<file path="src/hdl/mtc_pkg.sv">
// Shared types, codes and sizes of the MSI table controller.
// No dependencies; every other file but mtc_ram refers to it by scoped names.
package mtc_pkg;

  localparam int NUM_ENTRIES = 32;
  localparam int IDX_W       = (NUM_ENTRIES > 1) ? $clog2(NUM_ENTRIES) : 1;
  localparam int CFG_W       = 6;
  localparam int CFG_DATA_W  = 64;
  localparam int CFG_IDX_W   = 2;
  localparam int ADDR_W      = 64;
  localparam int DATA_W      = 32;
  localparam int TGT_W       = ADDR_W + DATA_W;
  localparam int IN_FIELDS_W = 8 + 1 + ADDR_W + DATA_W;
  localparam int IN_TDATA_W  = ((IN_FIELDS_W + 7) / 8) * 8;
  localparam int OUT_FIELDS_W = 2 + 1 + 1 + ADDR_W + DATA_W;
  localparam int OUT_TDATA_W  = ((OUT_FIELDS_W + 7) / 8) * 8;
  localparam int QUEUE_DEPTH = 2;

  localparam logic [CFG_IDX_W-1:0] REG_ENTRIES  = 2'd0;
  localparam logic [CFG_IDX_W-1:0] REG_DOORBELL = 2'd1;
  localparam logic [CFG_IDX_W-1:0] REG_WIN_LO   = 2'd2;
  localparam logic [CFG_IDX_W-1:0] REG_WIN_HI   = 2'd3;

  localparam logic RES_STATUS = 1'b0;
  localparam logic RES_MSG    = 1'b1;

  typedef enum logic [2:0] {
    KIND_SET_STATE  = 3'd0,
    KIND_GET_STATE  = 3'd1,
    KIND_SET_TARGET = 3'd2,
    KIND_GET_TARGET = 3'd3,
    KIND_INJECT     = 3'd4,
    KIND_DOORBELL   = 3'd5,
    KIND_POLL       = 3'd6
  } kind_e;

  typedef enum logic [1:0] {
    ST_OK        = 2'd0,
    ST_BAD_PARAM = 2'd1,
    ST_BAD_ADDR  = 2'd2,
    ST_NOT_SUPP  = 2'd3
  } status_e;

  typedef enum logic [2:0] {
    OP_REPLY     = 3'd0,
    OP_SET_EN    = 3'd1,
    OP_GET_STATE = 3'd2,
    OP_SET_TGT   = 3'd3,
    OP_GET_TGT   = 3'd4,
    OP_INJECT    = 3'd5,
    OP_POLL      = 3'd6
  } op_e;

  typedef struct packed {
    op_e               op;
    status_e           status;
    logic [IDX_W-1:0]  idx;
    logic              enable;
    logic [ADDR_W-1:0] addr;
    logic [DATA_W-1:0] data;
  } cmd_t;

  typedef struct packed {
    logic              kind;
    status_e           status;
    logic              enable;
    logic              pending;
    logic [ADDR_W-1:0] addr;
    logic [DATA_W-1:0] data;
    logic              last;
  } res_t;

endpackage

</file>
<file path="src/hdl/mtc_queue.sv">
// Short command queue between the front end and the table engine.
// Uses mtc_pkg for the command type and depth.
module mtc_queue (
  input  logic          clk_i,
  input  logic          rst_ni,
  input  logic          push_i,
  input  mtc_pkg::cmd_t cmd_i,
  output logic          full_o,
  input  logic          pop_i,
  output mtc_pkg::cmd_t head_o,
  output logic          empty_o
);

  localparam int PTR_W = (mtc_pkg::QUEUE_DEPTH > 1) ? $clog2(mtc_pkg::QUEUE_DEPTH) : 1;
  localparam int CNT_W = $clog2(mtc_pkg::QUEUE_DEPTH + 1);

  mtc_pkg::cmd_t    slot_q [mtc_pkg::QUEUE_DEPTH];
  logic [PTR_W-1:0] wr_ptr_q, wr_ptr_d, rd_ptr_q, rd_ptr_d;
  logic [CNT_W-1:0] cnt_q, cnt_d;
  logic             do_push, do_pop;

  assign full_o  = cnt_q == CNT_W'(mtc_pkg::QUEUE_DEPTH);
  assign empty_o = cnt_q == '0;
  assign do_push = push_i && !full_o;
  assign do_pop  = pop_i && !empty_o;
  assign head_o  = slot_q[rd_ptr_q];

  always_comb begin
    wr_ptr_d = wr_ptr_q;
    rd_ptr_d = rd_ptr_q;
    cnt_d    = cnt_q;
    if (do_push) begin
      wr_ptr_d = (wr_ptr_q == PTR_W'(mtc_pkg::QUEUE_DEPTH - 1)) ? '0 : wr_ptr_q + 1'b1;
    end
    if (do_pop) begin
      rd_ptr_d = (rd_ptr_q == PTR_W'(mtc_pkg::QUEUE_DEPTH - 1)) ? '0 : rd_ptr_q + 1'b1;
    end
    if (do_push && !do_pop) begin
      cnt_d = cnt_q + 1'b1;
    end else if (do_pop && !do_push) begin
      cnt_d = cnt_q - 1'b1;
    end
  end

  always_ff @(posedge clk_i or negedge rst_ni) begin
    if (!rst_ni) begin
      wr_ptr_q <= '0;
      rd_ptr_q <= '0;
      cnt_q    <= '0;
    end else begin
      wr_ptr_q <= wr_ptr_d;
      rd_ptr_q <= rd_ptr_d;
      cnt_q    <= cnt_d;
    end
  end

  always_ff @(posedge clk_i) begin
    if (do_push) begin
      slot_q[wr_ptr_q] <= cmd_i;
    end
  end

endmodule

</file>
<file path="config.mk">
export PLATFORM = sky130hd
export DESIGN_NAME = mtc_queue
export DESIGN_NICKNAME = d
export VERILOG_FILES = /design/src/hdl/mtc_pkg.sv /design/src/hdl/mtc_queue.sv
export SDC_FILE = /design/constraint.sdc
export NUM_CORES = 1
export LEC_CHECK = 0
export ABC_AREA = 1
export BUFFER_PORTS_ARGS = -buffer_cell sky130_fd_sc_hd__buf_2
export CELL_PAD_IN_SITES_DETAIL_PLACEMENT = 1
export CELL_PAD_IN_SITES_GLOBAL_PLACEMENT = 2
export CORE_MARGIN = 8
export CORE_UTILIZATION = 34
export DETAILED_ROUTE_END_ITERATION = 8
export MAX_ROUTING_LAYER = met4
export PLACE_DENSITY = 0.88
export SETUP_SLACK_MARGIN = 0.1
export SLEW_MARGIN = 10
export SYNTH_ARGS = -nofsm -noshare
export SYNTH_HDL_FRONTEND = slang
export SYNTH_SLANG_ARGS = --single-unit
</file>
<file path="constraint.sdc">
create_clock -name clk_i -period 6.8 [get_ports clk_i]
set_input_delay 0.34 -clock clk_i [delete_from_list [all_inputs] [get_ports clk_i]]
set_output_delay 0.34 -clock clk_i [all_outputs]
set_load 0.005 [all_outputs]
</file>
==> reports/results.txt <==
Status -> complete, no violations
P_sw -> 1410 uW
Crit Path Class -> register to output pin
Synthesized area per cell -> 13.6 um^2
Reg area -> 6530 um^2
Fin crit share -> 0.457
Vias in the first global route -> 5678
Commonest non-fill, non-tap cell in the layout -> nand2_1
Crit. End Element -> output pin
Pin count of the biggest net entering global routing -> 72
Worst-path maximum fanout -> 56
Clock latency on the worst-skew pair -> 0.50 ns
Starting Density -> 0.343
Setup crit start -> rd_ptr_q
Top-Level Pins -> 220
Gate power share -> 0.283
VDD IR max -> 236 uV
Clk sink count -> 218
Total Routing Usage GR -> 0.142
Post-route ant nets -> 0
DR vias/cell -> 4.47
R2R cell count -> 3
P&R area growth vs syn -> 27.7%
Worst flop-to-flop path endpoint -> slot_q[1][88]
Number of library cell types mapped by synthesis -> 15
Cell mode on critical path -> nand2_1
Footprint of the multi-input gates -> 1310 um^2
Clock transition at the registers of the reported paths -> 0.06 ns
Hold Crit Class -> primary input to register
Setup TNS -> 0 ns
Initial DRC count -> 215
# nets final -> 940
Die ar. -> 28700 um^2
Crit path launch type -> register
Flop pwr share -> 0.451
H-tree levels -> 1
Cell Rows -> 56
Slew @ Worst Pin -> 1.10 ns
Synth Cell Area -> 8010 um^2
FMAX -> 322 MHz
PwrDens -> 424 nW/um^2
Final Non-Filler Cells -> 1166
Placed cell count -> 1109
RSZ-0062 raised after global routing -> no
Global-route wire length before repair -> 31.0 mm
Port buffer count -> 219
# hold bufs at CTS -> 11
Max Cap Viol -> 0
Residual DRC -> 0
DP HPWL -> 13.7 mm
Max_slew headroom -> 0.264
Sequential area share after synthesis -> 0.815
Crit-path cells -> inv_4, buf_4, nand2_1, nand2_1, buf_2
Pleak -> 0.00437 uW
Routed len/inst -> 17.5 um
Crit path capture -> head_o[31]
Share of cells above drive strength 1 -> 0.304
Worst r2r src -> cnt_q[0]
Fin. max-slew vios -> 0
Slowest-stage cell, CP -> dfrtp_4
Fill count -> 2509
Mapped Cells -> 590
# Post-CTS Setup Buffers -> 0
Highest-count cells in the layout ignoring fill and taps -> nand2_1, buf_2, edfxtp_1, clkbuf_16, dlygate4sd3_1
Final setup vio count -> 0
Sw frac -> 0.326
Global placer's final weighted congestion -> 0.781
Clock Tree Root -> clkbuf_16
Synth warn -> 0
Util after Layout -> 0.438
TritonCTS buffer count -> 24
Max stage delay on crit path -> 0.70 ns
Total wire length -> 20.4 mm
FF+latch count, synth -> 218
DRT Pass-1 Iters -> 4
Clock Power Share -> 0.266
Crit path DAT -> 2.77 ns
Core ar. -> 23300 um^2
Worst Skew -> 0.0124 ns
Grt ovf -> 0
Post-synthesis net count -> 702
Vias -> 5208
Cts repair resizes -> 0
Final Hold Slack -> 0.0258 ns
Final hold violations -> 0
Die Y -> 169 um
Clk buf depth -> 3
P_int -> 2930 uW
R2r setup slk -> 3.83 ns
Minimum clock period -> 3.11 ns
Initial antenna violation count -> 4
Die width -> 169 um
CTS tree -> yes
Required time worst endpoint -> 6.46 ns
[power groups by stage]
stage / clock network [uW] / logic (uW) / registers [uW]
after floorplan: 0 / 700 / 1950
after global placement: 0 / 1240 / 1970
after detailed placement: 0 / 1270 / 1990
after CTS: 1190 / 1280 / 1960
after global routing: 1250 / 1400 / 1990
final: 1160 / 1230 / 1960
[synthesized netlist by cell type]
master | n | share of area
inv_1 | 7 | 0.0033
buf_4 | 2 | 0.0019
buf_2 | 17 | 0.011
ha_1 | 1 | 0.0016
nand2_1 | 330 | 0.15
o21ai_0 | 2 | 0.0013
xnor2_1 | 1 | 0.0011
nor2_1 | 4 | 0.0019
nand3b_1 | 1 | 0.00094
nand4_1 | 1 | 0.00078
buf_6 | 4 | 0.0056
dfrtp_1 | 4 | 0.013
edfxtp_1 | 214 | 0.80
nand3_1 | 1 | 0.00062
inv_4 | 1 | 0.00078
[cell families after synthesis]
kind of cell    after synthesis  share of synthesized area
simple gates                337                      0.159
compound gates                2                    0.00125
buf+inv                      31                     0.0222
xor+xnor                      1                    0.00109
fa+ha+maj                     1                    0.00156
flops                       218                      0.815
[per-layer routing]
metal | track usage | vias to the layer above | part of all wire
met5 | - | - | 0
met1 | 0.173 | 2516 | 0.42
met3 | 0.0351 | 32 | 0.080
met2 | 0.232 | 193 | 0.48
li1 | - | 2467 | -
met4 | 0.0377 | 0 | 0.015
[worst min-delay path by stage]
stage	start	endpoint	cells after the start	slack [ns]
finish	cmd_i[90]	slot_q[1][90]	1	0.03
CTS	cmd_i[90]	slot_q[1][90]	1	0.00004
global placement	rst_ni	cnt_q[0]	1	0.15
detailed placement	rst_ni	cnt_q[1]	1	0.17
global route	cmd_i[90]	slot_q[0][90]	1	0.002
floorplan	rst_ni	cnt_q[0]	0	0.04
[state kept, by name, summed over array words and instances (netlist names)]
signal    cells
slot_q      214
rd_ptr_q      1
cnt_q         2
wr_ptr_q      1
[area by class of cell]
class / instances / area share
Sequential cell: 218 / 0.638
Antenna cell: 4 / 0.000979
Inverter: 8 / 0.00343
Timing Repair Buffer: 235 / 0.122
Clock inverter: 7 / 0.00367
Clock buffer: 34 / 0.0645
Tap cell: 319 / 0.0390
Multi-Input combinational cell: 341 / 0.128
[per-stage QoR]
step / setup WS, ns / area, um^2 / total power (uW)
detailed placement: 3.77 / 9400 / 3260
floorplan: 1.21 / 8010 / 2650
finish: 3.69 / 10200 / 4340
global placement: 3.86 / 9400 / 3210
CTS: 3.56 / 10200 / 4430
global route: 3.44 / 10200 / 4630
[worst max-delay path: cells and delay by family (launching register included)]
family | cells | cell delay (ns)
buffers and inverters | 3 | 1.23
DFF | 1 | 0.70
and+or+nand+nor | 2 | 0.27
Power figures use the tool's default switching activity.
