## src/hdl/mtc_pkg.sv

```systemverilog
// Shared types, codes and sizes of the MSI table controller.
// No dependencies; every other file but mtc_ram refers to it by scoped names.
package mtc_pkg;

  localparam int NUM_ENTRIES = 32;
  localparam int IDX_W       = (NUM_ENTRIES > 1) ? $clog2(NUM_ENTRIES) : 1;
  localparam int CFG_W       = 6;
  localparam int CFG_DATA_W  = 64;
  localparam int CFG_IDX_W   = 2;
  localparam int ADDR_W      = 64;
  localparam int DATA_W      = 32;
  localparam int TGT_W       = ADDR_W + DATA_W;
  localparam int IN_FIELDS_W = 8 + 1 + ADDR_W + DATA_W;
  localparam int IN_TDATA_W  = ((IN_FIELDS_W + 7) / 8) * 8;
  localparam int OUT_FIELDS_W = 2 + 1 + 1 + ADDR_W + DATA_W;
  localparam int OUT_TDATA_W  = ((OUT_FIELDS_W + 7) / 8) * 8;
  localparam int QUEUE_DEPTH = 2;

  localparam logic [CFG_IDX_W-1:0] REG_ENTRIES  = 2'd0;
  localparam logic [CFG_IDX_W-1:0] REG_DOORBELL = 2'd1;
  localparam logic [CFG_IDX_W-1:0] REG_WIN_LO   = 2'd2;
  localparam logic [CFG_IDX_W-1:0] REG_WIN_HI   = 2'd3;

  localparam logic RES_STATUS = 1'b0;
  localparam logic RES_MSG    = 1'b1;

  typedef enum logic [2:0] {
    KIND_SET_STATE  = 3'd0,
    KIND_GET_STATE  = 3'd1,
    KIND_SET_TARGET = 3'd2,
    KIND_GET_TARGET = 3'd3,
    KIND_INJECT     = 3'd4,
    KIND_DOORBELL   = 3'd5,
    KIND_POLL       = 3'd6
  } kind_e;

  typedef enum logic [1:0] {
    ST_OK        = 2'd0,
    ST_BAD_PARAM = 2'd1,
    ST_BAD_ADDR  = 2'd2,
    ST_NOT_SUPP  = 2'd3
  } status_e;

  typedef enum logic [2:0] {
    OP_REPLY     = 3'd0,
    OP_SET_EN    = 3'd1,
    OP_GET_STATE = 3'd2,
    OP_SET_TGT   = 3'd3,
    OP_GET_TGT   = 3'd4,
    OP_INJECT    = 3'd5,
    OP_POLL      = 3'd6
  } op_e;

  typedef struct packed {
    op_e               op;
    status_e           status;
    logic [IDX_W-1:0]  idx;
    logic              enable;
    logic [ADDR_W-1:0] addr;
    logic [DATA_W-1:0] data;
  } cmd_t;

  typedef struct packed {
    logic              kind;
    status_e           status;
    logic              enable;
    logic              pending;
    logic [ADDR_W-1:0] addr;
    logic [DATA_W-1:0] data;
    logic              last;
  } res_t;

endpackage

```

## src/hdl/mtc_front.sv

```systemverilog
// Request front end: configuration registers, range and window checks, and
// translation of each request into a queued command. Uses mtc_pkg.
module mtc_front (
  input  logic                              clk_i,
  input  logic                              rst_ni,
  input  logic                              cfg_we_i,
  input  logic [mtc_pkg::CFG_IDX_W-1:0]     cfg_idx_i,
  input  logic [mtc_pkg::CFG_DATA_W-1:0]    cfg_wdata_i,
  input  logic                              s_axis_tvalid,
  output logic                              s_axis_tready,
  input  logic [mtc_pkg::IN_TDATA_W-1:0]    s_axis_tdata,
  input  logic [2:0]                        s_axis_tuser,
  input  logic                              full_i,
  output logic                              push_o,
  output mtc_pkg::cmd_t                     cmd_o,
  output logic [mtc_pkg::CFG_W-1:0]         live_n_o
);

  logic [mtc_pkg::CFG_W-1:0]  entries_q, doorbell_q;
  logic [mtc_pkg::ADDR_W-1:0] win_lo_q, win_hi_q;

  logic [7:0]                 entry_idx;
  logic                       enable_in;
  logic [mtc_pkg::ADDR_W-1:0] addr_in;
  logic [mtc_pkg::DATA_W-1:0] data_in;
  logic [mtc_pkg::CFG_W-1:0]  live_n;
  logic                       idx_ok, db_ok, out_of_win;

  always_ff @(posedge clk_i or negedge rst_ni) begin
    if (!rst_ni) begin
      entries_q  <= mtc_pkg::CFG_W'(32);
      doorbell_q <= mtc_pkg::CFG_W'(32);
      win_lo_q   <= '0;
      win_hi_q   <= '1;
    end else if (cfg_we_i) begin
      case (cfg_idx_i)
        mtc_pkg::REG_ENTRIES:  entries_q  <= cfg_wdata_i[mtc_pkg::CFG_W-1:0];
        mtc_pkg::REG_DOORBELL: doorbell_q <= cfg_wdata_i[mtc_pkg::CFG_W-1:0];
        mtc_pkg::REG_WIN_LO:   win_lo_q   <= cfg_wdata_i;
        mtc_pkg::REG_WIN_HI:   win_hi_q   <= cfg_wdata_i;
        default: ;
      endcase
    end
  end

  assign entry_idx = s_axis_tdata[7:0];
  assign enable_in = s_axis_tdata[8];
  assign addr_in   = s_axis_tdata[8+mtc_pkg::ADDR_W:9];
  assign data_in   = s_axis_tdata[8+mtc_pkg::ADDR_W+mtc_pkg::DATA_W:9+mtc_pkg::ADDR_W];

  // clamp the entry count to the table size
  assign live_n = (entries_q > mtc_pkg::CFG_W'(mtc_pkg::NUM_ENTRIES)) ?
                  mtc_pkg::CFG_W'(mtc_pkg::NUM_ENTRIES) : entries_q;

  assign idx_ok     = entry_idx < 8'(live_n);
  assign db_ok      = doorbell_q < live_n;
  assign out_of_win = (addr_in < win_lo_q) || (addr_in > win_hi_q);

  always_comb begin
    cmd_o        = '0;
    cmd_o.op     = mtc_pkg::OP_REPLY;
    cmd_o.status = idx_ok ? mtc_pkg::ST_OK : mtc_pkg::ST_BAD_PARAM;
    cmd_o.idx    = entry_idx[mtc_pkg::IDX_W-1:0];
    cmd_o.enable = enable_in;
    cmd_o.addr   = addr_in;
    cmd_o.data   = data_in;
    case (s_axis_tuser)
      mtc_pkg::KIND_SET_STATE: begin
        if (idx_ok) cmd_o.op = mtc_pkg::OP_SET_EN;
      end
      mtc_pkg::KIND_GET_STATE: begin
        if (idx_ok) cmd_o.op = mtc_pkg::OP_GET_STATE;
      end
      mtc_pkg::KIND_SET_TARGET: begin
        if (idx_ok) begin
          if (out_of_win) begin
            cmd_o.status = mtc_pkg::ST_BAD_ADDR;
          end else begin
            cmd_o.op = mtc_pkg::OP_SET_TGT;
          end
        end
      end
      mtc_pkg::KIND_GET_TARGET: begin
        if (idx_ok) cmd_o.op = mtc_pkg::OP_GET_TGT;
      end
      mtc_pkg::KIND_INJECT: begin
        if (idx_ok) cmd_o.op = mtc_pkg::OP_INJECT;
      end
      mtc_pkg::KIND_DOORBELL: begin
        cmd_o.idx = doorbell_q[mtc_pkg::IDX_W-1:0];
        if (db_ok) begin
          cmd_o.op     = mtc_pkg::OP_INJECT;
          cmd_o.status = mtc_pkg::ST_OK;
        end else begin
          cmd_o.status = mtc_pkg::ST_NOT_SUPP;
        end
      end
      mtc_pkg::KIND_POLL: begin
        cmd_o.op     = mtc_pkg::OP_POLL;
        cmd_o.status = mtc_pkg::ST_OK;
      end
      default: begin
        cmd_o.status = mtc_pkg::ST_NOT_SUPP;
      end
    endcase
  end

  assign s_axis_tready = !full_i;
  assign push_o        = s_axis_tvalid && !full_i;
  assign live_n_o      = live_n;

endmodule

```

## config.mk

```make
export PLATFORM = sky130hd
export DESIGN_NAME = mtc_front
export DESIGN_NICKNAME = d
export VERILOG_FILES = /design/src/hdl/mtc_pkg.sv /design/src/hdl/mtc_front.sv
export SDC_FILE = /design/constraint.sdc
export NUM_CORES = 1
export LEC_CHECK = 0
export BUFFER_PORTS_ARGS = -buffer_cell sky130_fd_sc_hd__buf_2
export CAP_MARGIN = 20
export CELL_PAD_IN_SITES_DETAIL_PLACEMENT = 0
export CELL_PAD_IN_SITES_GLOBAL_PLACEMENT = 2
export CORE_ASPECT_RATIO = 1.75
export CORE_MARGIN = 2
export CORE_UTILIZATION = 30
export CTS_BUF_LIST = sky130_fd_sc_hd__clkbuf_8 sky130_fd_sc_hd__clkbuf_16
export DETAILED_ROUTE_END_ITERATION = 10
export GPL_TIMING_DRIVEN = 1
export PLACE_DENSITY = 0.89
export SYNTH_ARGS = -nofsm -noshare
export SYNTH_HDL_FRONTEND = slang
export SYNTH_SLANG_ARGS = --single-unit
```

## constraint.sdc

```tcl
create_clock -name clk_i -period 6.92 [get_ports clk_i]
set_input_delay 1.038 -clock clk_i [delete_from_list [all_inputs] [get_ports clk_i]]
set_output_delay 1.038 -clock clk_i [all_outputs]
set_load 0.02 [all_outputs]
```

==> key figures <==
Outcome
  • Status: completed

Yosys
  • Main synth FF type: dfrtp_1
  • Post-Syn Area: 9710 um^2
  • Synth top cells by count: mux2_2, ha_1, inv_1
  • Area leader, netlist: dfrtp_1
  • Number of distinct library cells after synthesis: 52
  • Ys async rst share: 100%
  • #FFs+latches synth: 140
  • Sequential fraction of the synthesis area: 36.9%
  • Share of the synthesized area in the top cell type: 19.1%
  • Post-synthesis instance total: 917
  • Area contributors post-synth: dfrtp_1, dfstp_2, ha_1
  • Most frequent cell after synthesis: mux2_2
  • Mapped Nets: 1,240
  • Synth warn: 0
  • Number of synthesized flops with an enable pin: 0
  • Syn avg cell area: 10.6 um^2

Route
  • DRC: 0
  • DRT Pass-1 Iters: 4
  • DRT iter0 DRCs: 133
  • Detail-routed via count per cell: 4.66
  • Final ANT Viol Nets: 0
  • Via count: 6,857
  • Overall routed net length: 23,200 um
  • Avg WL per Cell: 15.8 um

Setup path
  • R2R setup slack: 5.93 ns
  • Worst Setup End Kind: output port
  • WP data required: 5.88 ns
  • CP startpoint kind: input pin
  • Crit Path Max Fanout: 3
  • Critical path arrival: 3.39 ns
  • Kind of critical path: input pin to output port

Final layout
  • Syn-to-layout area delta: 15.2%
  • Nets: 1,377
  • Share of cells above drive strength 1: 46.2%
  • Fillers: 3,245
  • Final Util: 35.0%
  • Finished Layout Cells: 1,470

STA
  • Post-layout minimum cycle time: 4.43 ns
  • Hold Vio Cnt, Final: 0
  • Fmax: 226 MHz
  • Final Cycle Share: 64.0%
  • Setup-failing EPs final: 0
  • Slew at the pin with the worst max-slew slack: 1.01 ns
  • RSZ-0062 raised after global routing: no
  • Relative slew slack: 32.4%
  • Setup TNS Final: 0 ns
  • Slew Viols, Final: 0
  • Setup Skew: 0 ns

Clocking
  • Worst-path clk slew: 0.06 ns
  • Worst-Skew Late Latency: 0.43 ns
  • Clk sinks: 140
  • Post-CTS setup buffer count: 0
  • Clock Path Buffers: 2
  • Hold_buf cts: 0
  • CTS resizes: 0
  • Clk root buf: clkbuf_16
  • CTS H-Tree Depth: 4
  • CTS tree: done
  • Num CTS Buffers: 17

Global route
  • GRT overflow: 0
  • GRT Util Overall: 14.1%
  • Largest net degree at the start of global routing: 76
  • First-pass GRT wire length: 36,100 um
  • Antenna violations before repair: 4
  • Vias in the first global route: 7,033

Job
  • Max-cap violations: 0

Floorplanning
  • I/O pins: 301
  • Core ar.: 32,000 um^2
  • Full die area: 33,900 um^2
  • Initial core utilization: 30.3%
  • Row count: 87
  • Die W: 140 um
  • Overall die height: 242 um

Power and ir drop
  • Tot Pwr: 0.00283 W
  • Pwr dens: 253 nW/um^2
  • Leak Pwr: 5.63 nW
  • Worst vdd ir: 0.176 mV

Placed design
  • Buffers on Ports: 227
  • Cells after DPL: 1,435
  • Post-DP HPWL: 18,700 um
  • Gpl congestion: 0.791

Hold path
  • Min-Delay Path Class: flip-flop to flip-flop
## metrics by stage
step	hold WS [ns]	worst slack (ns)	cell area, um^2
final	0.502	2.49	11200
after global routing	0.513	2.34	11200
after CTS	0.507	2.43	11200
after detailed placement	0.494	2.42	10600
after global placement	0.487	2.40	10600
after floorplan	0.479	3.11	9710
## cells by family after synthesis
| group | share of synthesized area (%) |
|---|---|
| buf+inv | 13.4 |
| fa+ha+maj | 17.7 |
| mux | 16.7 |
| compound gates | 7.99 |
| simple gates | 7.35 |
| flops | 36.9 |
## registers in the layout, indices dropped and copies added (netlist names)
signal      cells
doorbell_q      6
win_lo_q       64
entries_q       6
win_hi_q       64
## placed cells by master (no fill, tap or decap), types with 3 or more instances in the layout
master / netlist / layout
o211ai_1: 3 / 3
nand2_1: 40 / 40
a221oi_2: 3 / 3
mux2_2: 144 / 144
buf_4: 97 / 3
nor3_1: 7 / 7
a21oi_1: 46 / 46
o21a_1: 3 / 3
clkbuf_16: 0 / 17
ha_1: 137 / 137
bufinv_16: 0 / 3
o21ai_1: 8 / 8
diode_2: 0 / 3
a211oi_1: 6 / 6
dfrtp_1: 74 / 74
dfstp_2: 66 / 66
nand4_1: 16 / 16
o21ai_0: 21 / 21
nor2_1: 18 / 18
nand3_1: 11 / 10
inv_1: 135 / 138
buf_2: 6 / 226
clkinv_2: 0 / 5
a21o_1: 14 / 14
nor4_2: 4 / 4
nor2b_1: 10 / 10
## worst max-delay path: stages
cell and delay [ns]:
buf_2 0.13, ha_1 0.31, a21o_1 0.16, a21o_1 0.18
a221oi_2 0.25, o21ai_1 0.10, a211oi_1 0.41, o21ai_1 0.14
a22oi_2 0.32, o2bb2ai_1 0.16, buf_2 0.18
## worst paths after layout
kind                                        from       endpoint  cells after the start
worst max register to register      entries_q[5]   entries_q[5]                      2
worst max-delay path            s_axis_tdata[38]     cmd_o[104]                     11
worst min-delay path               doorbell_q[0]  doorbell_q[0]                      1
worst min register to register     doorbell_q[0]  doorbell_q[0]                      1
max in group asynchronous                 rst_ni   win_lo_q[31]                      2
min in group asynchronous                 rst_ni   win_lo_q[20]                      1
## cell type report
| cell class | count | area (um^2) | area share [%] |
|---|---|---|---|
| multi-input cells | 530 | 4840 | 43.2 |
| well taps | 400 | 500 | 4.47 |
| flip-flops and latches | 140 | 3590 | 32.1 |
| clock buffers | 17 | 425 | 3.80 |
| repair buffers | 230 | 1160 | 10.4 |
| clock inverters | 15 | 159 | 1.42 |
| inverters | 135 | 507 | 4.53 |
| diodes | 3 | 7.51 | 0.0671 |
## per-layer routing
layer  routed length [um]  global-route usage [%]  vias to the layer above
met4                  684                    6.74                        2
li1                     -                       -                     3369
met2                13400                    28.2                      149
met5                   16                       0                        -
met1                 8140                    13.3                     3291
met3                  960                    2.91                       46
## power by group
group / internal [W] / switching, W
Sequential: 0.00103 / 0.0000762
Clock: 0.000559 / 0.000353
Combinational: 0.000385 / 0.000435
Note: power is estimated with default switching activity, not from simulation.
