[src/hdl/mtc_pkg.sv]
// Shared types, codes and sizes of the MSI table controller.
// No dependencies; every other file but mtc_ram refers to it by scoped names.
package mtc_pkg;

  localparam int NUM_ENTRIES = 32;
  localparam int IDX_W       = (NUM_ENTRIES > 1) ? $clog2(NUM_ENTRIES) : 1;
  localparam int CFG_W       = 6;
  localparam int CFG_DATA_W  = 64;
  localparam int CFG_IDX_W   = 2;
  localparam int ADDR_W      = 64;
  localparam int DATA_W      = 32;
  localparam int TGT_W       = ADDR_W + DATA_W;
  localparam int IN_FIELDS_W = 8 + 1 + ADDR_W + DATA_W;
  localparam int IN_TDATA_W  = ((IN_FIELDS_W + 7) / 8) * 8;
  localparam int OUT_FIELDS_W = 2 + 1 + 1 + ADDR_W + DATA_W;
  localparam int OUT_TDATA_W  = ((OUT_FIELDS_W + 7) / 8) * 8;
  localparam int QUEUE_DEPTH = 2;

  localparam logic [CFG_IDX_W-1:0] REG_ENTRIES  = 2'd0;
  localparam logic [CFG_IDX_W-1:0] REG_DOORBELL = 2'd1;
  localparam logic [CFG_IDX_W-1:0] REG_WIN_LO   = 2'd2;
  localparam logic [CFG_IDX_W-1:0] REG_WIN_HI   = 2'd3;

  localparam logic RES_STATUS = 1'b0;
  localparam logic RES_MSG    = 1'b1;

  typedef enum logic [2:0] {
    KIND_SET_STATE  = 3'd0,
    KIND_GET_STATE  = 3'd1,
    KIND_SET_TARGET = 3'd2,
    KIND_GET_TARGET = 3'd3,
    KIND_INJECT     = 3'd4,
    KIND_DOORBELL   = 3'd5,
    KIND_POLL       = 3'd6
  } kind_e;

  typedef enum logic [1:0] {
    ST_OK        = 2'd0,
    ST_BAD_PARAM = 2'd1,
    ST_BAD_ADDR  = 2'd2,
    ST_NOT_SUPP  = 2'd3
  } status_e;

  typedef enum logic [2:0] {
    OP_REPLY     = 3'd0,
    OP_SET_EN    = 3'd1,
    OP_GET_STATE = 3'd2,
    OP_SET_TGT   = 3'd3,
    OP_GET_TGT   = 3'd4,
    OP_INJECT    = 3'd5,
    OP_POLL      = 3'd6
  } op_e;

  typedef struct packed {
    op_e               op;
    status_e           status;
    logic [IDX_W-1:0]  idx;
    logic              enable;
    logic [ADDR_W-1:0] addr;
    logic [DATA_W-1:0] data;
  } cmd_t;

  typedef struct packed {
    logic              kind;
    status_e           status;
    logic              enable;
    logic              pending;
    logic [ADDR_W-1:0] addr;
    logic [DATA_W-1:0] data;
    logic              last;
  } res_t;

endpackage

[src/hdl/mtc_ram.sv]
// Generic single-port-write, single-port-read RAM with registered read data.
// No dependencies.
module mtc_ram #(
  parameter int WIDTH = 8,
  parameter int DEPTH = 32
) (
  input  logic                                          clk_i,
  input  logic                                          we_i,
  input  logic [((DEPTH > 1) ? $clog2(DEPTH) : 1)-1:0] waddr_i,
  input  logic [WIDTH-1:0]                              wdata_i,
  input  logic [((DEPTH > 1) ? $clog2(DEPTH) : 1)-1:0] raddr_i,
  output logic [WIDTH-1:0]                              rdata_o
);

  logic [WIDTH-1:0] mem_q [DEPTH];
  logic [WIDTH-1:0] rdata_q;

  always_ff @(posedge clk_i) begin
    if (we_i) begin
      mem_q[waddr_i] <= wdata_i;
    end
    rdata_q <= mem_q[raddr_i];
  end

  assign rdata_o = rdata_q;

endmodule

[src/hdl/mtc_back.sv]
// Table engine: entry flags, target RAM, scan sequencer and result register.
// Uses mtc_pkg and mtc_ram.
module mtc_back (
  input  logic                             clk_i,
  input  logic                             rst_ni,
  input  mtc_pkg::cmd_t                    head_i,
  input  logic                             empty_i,
  output logic                             pop_o,
  input  logic [mtc_pkg::CFG_W-1:0]        live_n_i,
  output logic                             m_axis_tvalid,
  input  logic                             m_axis_tready,
  output logic [mtc_pkg::OUT_TDATA_W-1:0]  m_axis_tdata,
  output logic                             m_axis_tuser,
  output logic                             m_axis_tlast
);

  localparam int N = mtc_pkg::NUM_ENTRIES;

  localparam logic [1:0] S_IDLE = 2'd0;
  localparam logic [1:0] S_EXEC = 2'd1;
  localparam logic [1:0] S_SCAN = 2'd2;
  localparam logic [1:0] S_EMIT = 2'd3;

  logic [1:0]                    state_q, state_d;
  mtc_pkg::cmd_t                 cmd_q, cmd_d;
  logic [N-1:0]                  en_q, en_d, pend_q, pend_d, vld_q, vld_d;
  logic [N-1:0]                  hits_q, hits_d;
  logic [mtc_pkg::IDX_W-1:0]     scan_q, scan_d;
  logic                          out_vld_q, out_vld_d;
  mtc_pkg::res_t                 res_q, res_d;

  logic [N-1:0]                  live_mask, inj_bit, scan_bit, hits_new;
  logic                          can_emit;
  logic                          ram_we;
  logic [mtc_pkg::IDX_W-1:0]     ram_raddr;
  logic [mtc_pkg::TGT_W-1:0]     ram_rdata;

  mtc_ram #(
    .WIDTH (mtc_pkg::TGT_W),
    .DEPTH (N)
  ) u_tgt_ram (
    .clk_i   (clk_i),
    .we_i    (ram_we),
    .waddr_i (cmd_q.idx),
    .wdata_i ({cmd_q.addr, cmd_q.data}),
    .raddr_i (ram_raddr),
    .rdata_o (ram_rdata)
  );

  always_comb begin
    for (int i = 0; i < N; i++) begin
      live_mask[i] = mtc_pkg::CFG_W'(i) < live_n_i;
    end
  end

  assign can_emit = !out_vld_q || m_axis_tready;
  assign inj_bit  = (cmd_q.op == mtc_pkg::OP_INJECT) ?
                    ({{(N-1){1'b0}}, 1'b1} << cmd_q.idx) : '0;
  assign scan_bit = {{(N-1){1'b0}}, 1'b1} << scan_q;
  assign hits_new = en_q & (pend_q | inj_bit) & vld_q & live_mask;

  // keep the read address on the entry whose data the next state needs
  always_comb begin
    case (state_q)
      S_IDLE:  ram_raddr = head_i.idx;
      S_EXEC:  ram_raddr = cmd_q.idx;
      default: ram_raddr = scan_q;
    endcase
  end

  always_comb begin
    state_d   = state_q;
    cmd_d     = cmd_q;
    en_d      = en_q;
    pend_d    = pend_q;
    vld_d     = vld_q;
    hits_d    = hits_q;
    scan_d    = scan_q;
    res_d     = res_q;
    out_vld_d = out_vld_q && !m_axis_tready;
    pop_o     = 1'b0;
    ram_we    = 1'b0;
    case (state_q)
      S_IDLE: begin
        if (!empty_i) begin
          pop_o   = 1'b1;
          cmd_d   = head_i;
          state_d = S_EXEC;
        end
      end
      S_EXEC: begin
        if (can_emit) begin
          res_d        = '0;
          res_d.kind   = mtc_pkg::RES_STATUS;
          res_d.status = cmd_q.status;
          res_d.last   = 1'b1;
          out_vld_d    = 1'b1;
          state_d      = S_IDLE;
          case (cmd_q.op)
            mtc_pkg::OP_SET_EN: begin
              en_d[cmd_q.idx] = cmd_q.enable;
            end
            mtc_pkg::OP_GET_STATE: begin
              res_d.enable  = en_q[cmd_q.idx];
              res_d.pending = pend_q[cmd_q.idx];
            end
            mtc_pkg::OP_SET_TGT: begin
              ram_we           = 1'b1;
              vld_d[cmd_q.idx] = 1'b1;
            end
            mtc_pkg::OP_GET_TGT: begin
              // an entry never written reads as zero
              if (vld_q[cmd_q.idx]) begin
                res_d.addr = ram_rdata[mtc_pkg::TGT_W-1:mtc_pkg::DATA_W];
                res_d.data = ram_rdata[mtc_pkg::DATA_W-1:0];
              end
            end
            mtc_pkg::OP_INJECT, mtc_pkg::OP_POLL: begin
              pend_d     = pend_q | inj_bit;
              hits_d     = hits_new;
              scan_d     = '0;
              res_d.last = hits_new == '0;
              if (hits_new != '0) state_d = S_SCAN;
            end
            default: ;
          endcase
        end
      end
      S_SCAN: begin
        if ((hits_q & scan_bit) != '0) begin
          state_d = S_EMIT;
        end else begin
          scan_d = scan_q + 1'b1;
        end
      end
      S_EMIT: begin
        if (can_emit) begin
          res_d      = '0;
          res_d.kind = mtc_pkg::RES_MSG;
          res_d.addr = ram_rdata[mtc_pkg::TGT_W-1:mtc_pkg::DATA_W];
          res_d.data = ram_rdata[mtc_pkg::DATA_W-1:0];
          res_d.last = (hits_q & ~scan_bit) == '0;
          out_vld_d  = 1'b1;
          hits_d     = hits_q & ~scan_bit;
          pend_d     = pend_q & ~scan_bit;
          scan_d     = scan_q + 1'b1;
          state_d    = res_d.last ? S_IDLE : S_SCAN;
        end
      end
      default: state_d = S_IDLE;
    endcase
  end

  always_ff @(posedge clk_i or negedge rst_ni) begin
    if (!rst_ni) begin
      state_q   <= S_IDLE;
      en_q      <= '0;
      pend_q    <= '0;
      vld_q     <= '0;
      hits_q    <= '0;
      scan_q    <= '0;
      out_vld_q <= 1'b0;
    end else begin
      state_q   <= state_d;
      en_q      <= en_d;
      pend_q    <= pend_d;
      vld_q     <= vld_d;
      hits_q    <= hits_d;
      scan_q    <= scan_d;
      out_vld_q <= out_vld_d;
    end
  end

  always_ff @(posedge clk_i) begin
    cmd_q <= cmd_d;
    res_q <= res_d;
  end

  assign m_axis_tvalid = out_vld_q;
  assign m_axis_tuser  = res_q.kind;
  assign m_axis_tlast  = res_q.last;
  assign m_axis_tdata  = {{(mtc_pkg::OUT_TDATA_W - mtc_pkg::OUT_FIELDS_W){1'b0}},
                          res_q.data, res_q.addr, res_q.pending, res_q.enable,
                          res_q.status};

  a_emit_hit: assert property (@(posedge clk_i) disable iff (!rst_ni)
    state_q == S_EMIT |-> hits_q[scan_q])
    else $error("emit state without a hit at the scan index");

  a_scan_ends: assert property (@(posedge clk_i) disable iff (!rst_ni)
    state_q == S_SCAN |-> hits_q != '0)
    else $error("scan running with no hit left");

  a_hits_valid: assert property (@(posedge clk_i) disable iff (!rst_ni)
    (hits_q & ~(vld_q & en_q & pend_q)) == '0)
    else $error("hit mask covers an entry that cannot fire");

  a_msg_clean: assert property (@(posedge clk_i) disable iff (!rst_ni)
    out_vld_q && res_q.kind == mtc_pkg::RES_MSG |->
      res_q.status == mtc_pkg::ST_OK && !res_q.enable && !res_q.pending)
    else $error("message write carries status fields");

  a_pop_idle: assert property (@(posedge clk_i) disable iff (!rst_ni)
    pop_o |=> state_q == S_EXEC)
    else $error("popped command not executed");

endmodule

[config.mk]
export PLATFORM = sky130hd
export DESIGN_NAME = mtc_back
export DESIGN_NICKNAME = d
export VERILOG_FILES = /design/src/hdl/mtc_pkg.sv /design/src/hdl/mtc_ram.sv /design/src/hdl/mtc_back.sv
export SDC_FILE = /design/constraint.sdc
export NUM_CORES = 2
export LEC_CHECK = 0
export BUFFER_PORTS_ARGS = -buffer_cell sky130_fd_sc_hd__buf_2
export CORE_ASPECT_RATIO = 0.5
export CORE_MARGIN = 4
export CORE_UTILIZATION = 56
export CTS_BUF_LIST = sky130_fd_sc_hd__clkbuf_16
export DETAILED_ROUTE_END_ITERATION = 10
export PLACE_DENSITY = 0.78
export SLEW_MARGIN = 20
export SYNTH_ARGS = -nofsm -noshare
export SYNTH_HDL_FRONTEND = slang
export SYNTH_SLANG_ARGS = --single-unit
export TNS_END_PERCENT = 50
[constraint.sdc]
create_clock -name clk_i -period 8.65 [get_ports clk_i]
set_input_delay 0.4325 -clock clk_i [delete_from_list [all_inputs] [get_ports clk_i]]
set_output_delay 0.4325 -clock clk_i [all_outputs]
set_load 0.01 [all_outputs]
==> results.cfg <==
[run_status]
status = completed

[layout]
layout-drive-gt1-share = 0.235
fillers = 14800
area_growth_pct = 11.5
fin_nets = 6868
fin_area_mm2 = 0.149
seq_area_mm2 = 0.104
final_core_utilization = 0.630
multiInputGateArea_mm2 = 0.0281

[worst_setup_path]
cp-start-kind = flip-flop
r2r_slack_ns = 3.70
crit_type = reg2reg
cp_max_fo = 32
crit_arrival_ns = 5.66
critPathCaptureType = flip-flop
required_ns = 9.36

[timing]
setup_tns_ns = 0
slew_headroom = 0.189
setup_violations = 0
hold_violations = 0
finalClockSkew_ns = 0.0771
worst_pin_slew_ns = 1.22
clock.fmax_ghz = 0.202
worst_slack_ns = 3.70
min_period_ns = 4.95
maxSlewViolCount = 0
final.period_utilization = 0.572
rsz0062_at_grt = false

[synth]
synth_compound_area_frac = 0.0389
synth_edf_count = 3281
ys_seq_elements = 3513
synth_top_family_by_area = multiplexers
yosys.area_share.xor_xnor = 0.0000656
synth_flop_cell = edfxtp_1
synth_area_mm2 = 0.134
synthTopCellsByArea = edfxtp_1 74%, mux4_2 13%, dfrtp_1 2.5%, dfxtp_1 1.4%, a22oi_1 0.88%
ys_warn_count = 0
synth-seq-area-share = 0.778
synth_area_leader_cell = edfxtp_1
synthMuxAreaShare = 0.140
synth_fa_ha_area_frac = 0.000562
synthArstFlopShare = 0.0387
yosys.area.top_type_share = 0.738
synth_simple_gate_area_frac = 0.0282
synth.distinct_cells = 78
syn-instance-count = 6336
syn_area_per_cell_um2 = 21.1

[global_routing]
busiest_layer = met2
grt_first_pass_wirelength_mm = 515
grtUsageMet1 = 0.413
grt_usage = 0.288
grt_use_met3 = 0.0618
antenna_found_initial = 6
grt-ovfl-total = 0
first_global_vias = 70400
grt.met2_usage = 0.441
grt_start_max_net_pins = 136

[power_and_ir_drop]
power_density_mw_per_mm2 = 280
ir_worst_vdd_v = 0.000306
p_leak_nw = 48.1

[cts]
clock-sinks = 3513
path_clk_slew_ns = 0.07
cts_root_buffer = clkbuf_16
clkLatencyLatePin_ns = 0.87
post_cts_buffers = 0
numCtsBuffers = 302
cts_max_level = 5
cts_buffer_depth = 4
cts_tree = built

[detailed_routing]
ant_nets = 0
drcViolationCount = 0
drtPass1Iterations = 6
vias = 71100
drt_iter0_markers = 12300
vias_per_cell = 7.02
wl_per_cell_um = 35.4
wl_mm = 358

[place]
placed_area_mm2 = 0.139
gp_routability_congestion = 0.898
io_buffers = 220
pre_cts_slack_ns = 3.80
dp_hpwl_mm = 167

[floorplanning]
initial_core_util = 0.565
die-area_mm2 = 0.247
io-pin-count = 225
core_area_mm2 = 0.236
fp.dieW_um = 699
dieHeight_um = 353
num_rows = 126

[flow_run]
maxCapViolations = 0

[hold_path]
min_path_type = in2reg
[cells in the final DEF (no fill, tap or decap), types with 15 or more instances in the layout]
master | Yosys | final
edfxtp_1 | 3281 | 3281
mux4_2 | 757 | 757
clkbuf_16 | 0 | 309
nand2_1 | 241 | 240
buf_2 | 39 | 219
a21oi_1 | 176 | 176
a22oi_1 | 157 | 157
dfrtp_1 | 136 | 136
buf_4 | 68 | 121
mux2i_1 | 116 | 116
nor2_1 | 149 | 112
nor2b_1 | 110 | 110
dlygate4sd3_1 | 0 | 108
inv_1 | 18 | 105
and3_1 | 98 | 98
a31oi_1 | 96 | 96
dfxtp_1 | 96 | 96
o21ai_0 | 76 | 75
a2111oi_0 | 73 | 73
clkinv_1 | 0 | 72
clkinv_2 | 0 | 45
nor2_4 | 0 | 36
or2_2 | 36 | 36
mux2_2 | 35 | 35
buf_12 | 0 | 31
a221oi_1 | 25 | 25
o22ai_1 | 23 | 23
nand3_1 | 20 | 20
o31a_1 | 19 | 19
o221ai_1 | 18 | 18
bufinv_16 | 0 | 16
nor3_1 | 16 | 15
[cell type report]
class / instances / share of cell area
Antenna cell: 3 / 0.0000504
Clock buffer: 309 / 0.0519
Clock inverter: 236 / 0.00975
Inverter: 18 / 0.000487
Multi-Input combinational cell: 2427 / 0.189
Sequential cell: 3513 / 0.698
Tap cell: 3136 / 0.0264
Timing Repair Buffer: 483 / 0.0254
[final timing paths]
| check | startpoint | to | cells past startpoint |
|---|---|---|---|
| min in group asynchronous | rst_ni | hits_q[8] | 2 |
| setup / recovery | state_q[1] | u_tgt_ram.rdata_o[23] | 10 |
| hold reg to reg | u_tgt_ram.rdata_o[84] | m_axis_tdata[56] | 1 |
| hold / removal | empty_i | state_q[0] | 3 |
| max in group asynchronous | rst_ni | vld_q[8] | 3 |
| setup reg to reg | state_q[1] | u_tgt_ram.rdata_o[23] | 10 |
[timing repair]
action                                  CTS  global route
endpoints found under the setup margin    0             0
gates resized for setup                   0             0
hold buffers                            108             0
endpoints found under the hold margin   159             0
[metrics by stage]
stage	cells	hold slack [ns]	power [mW]
after floorplan	6339	0.137	26.2
after global placement	9463	0.429	28.5
after detailed placement	9468	0.429	28.7
after CTS	10100	0.0106	41.7
after global routing	10100	0.0329	43.1
final	10100	0.0692	41.7
[cells in the mapped netlist, drive strengths merged (11+ instances only)]
library cell,n
edfxtp,3281
mux4,757
nand2,241
clkbuf,221
a21oi,176
buf,160
a22oi,157
nor2,149
dfrtp,136
mux2i,117
nor2b,110
and3,98
a31oi,97
dfxtp,96
o21ai,80
a2111oi,73
mux2,36
or2,36
a221oi,25
o22ai,23
nand3,20
o31a,19
inv,18
o221ai,18
nor3,16
and2,11
[report_power, final]
part | internal (mW) | switching [mW] | leakage (nW)
combinational | 3.39 | 4.61 | 11.0
sequential | 19.8 | 0.890 | 32.2
clock | 6.97 | 6.04 | 4.85
total | 30.2 | 11.5 | 48.1
[cell families after synthesis]
family,Yosys count
and+or+nand+nor,746
other,1
adders and majority gates,6
xor gates and xnor gates,1
muxes,910
buffers and inverters,399
AOI/OAI and AO/OA,760
DFF,3513
[worst max-delay path: stages (launching register included)]
cell,delay [ns]
dfrtp_1,0.99
inv_1,0.32
mux2i_4,0.62
buf_16,0.25
buf_4,0.35
buf_4,0.57
buf_4,0.51
mux4_2,0.55
a221oi_1,0.28
o21ai_0,0.14
o31a_1,0.16
[sequential cells by signal, summed over array words and instances (netlist names)]
name               flops
u_tgt_ram.mem_q     3072
cmd_q                107
m_axis_tdata         100
u_tgt_ram.rdata_o     96
en_q                  32
hits_q                32
pend_q                32
vld_q                 32
scan_q                 5
state_q                2
m_axis_tlast           1
m_axis_tuser           1
m_axis_tvalid          1
[routing by layer]
layer / share of wire / up-vias
met5: 0.000056 / -
li1: - / 27200
met2: 0.47 / 6225
met1: 0.36 / 36700
met4: 0.045 / 2
met3: 0.13 / 942
Note: power is estimated with default switching activity, not from simulation.
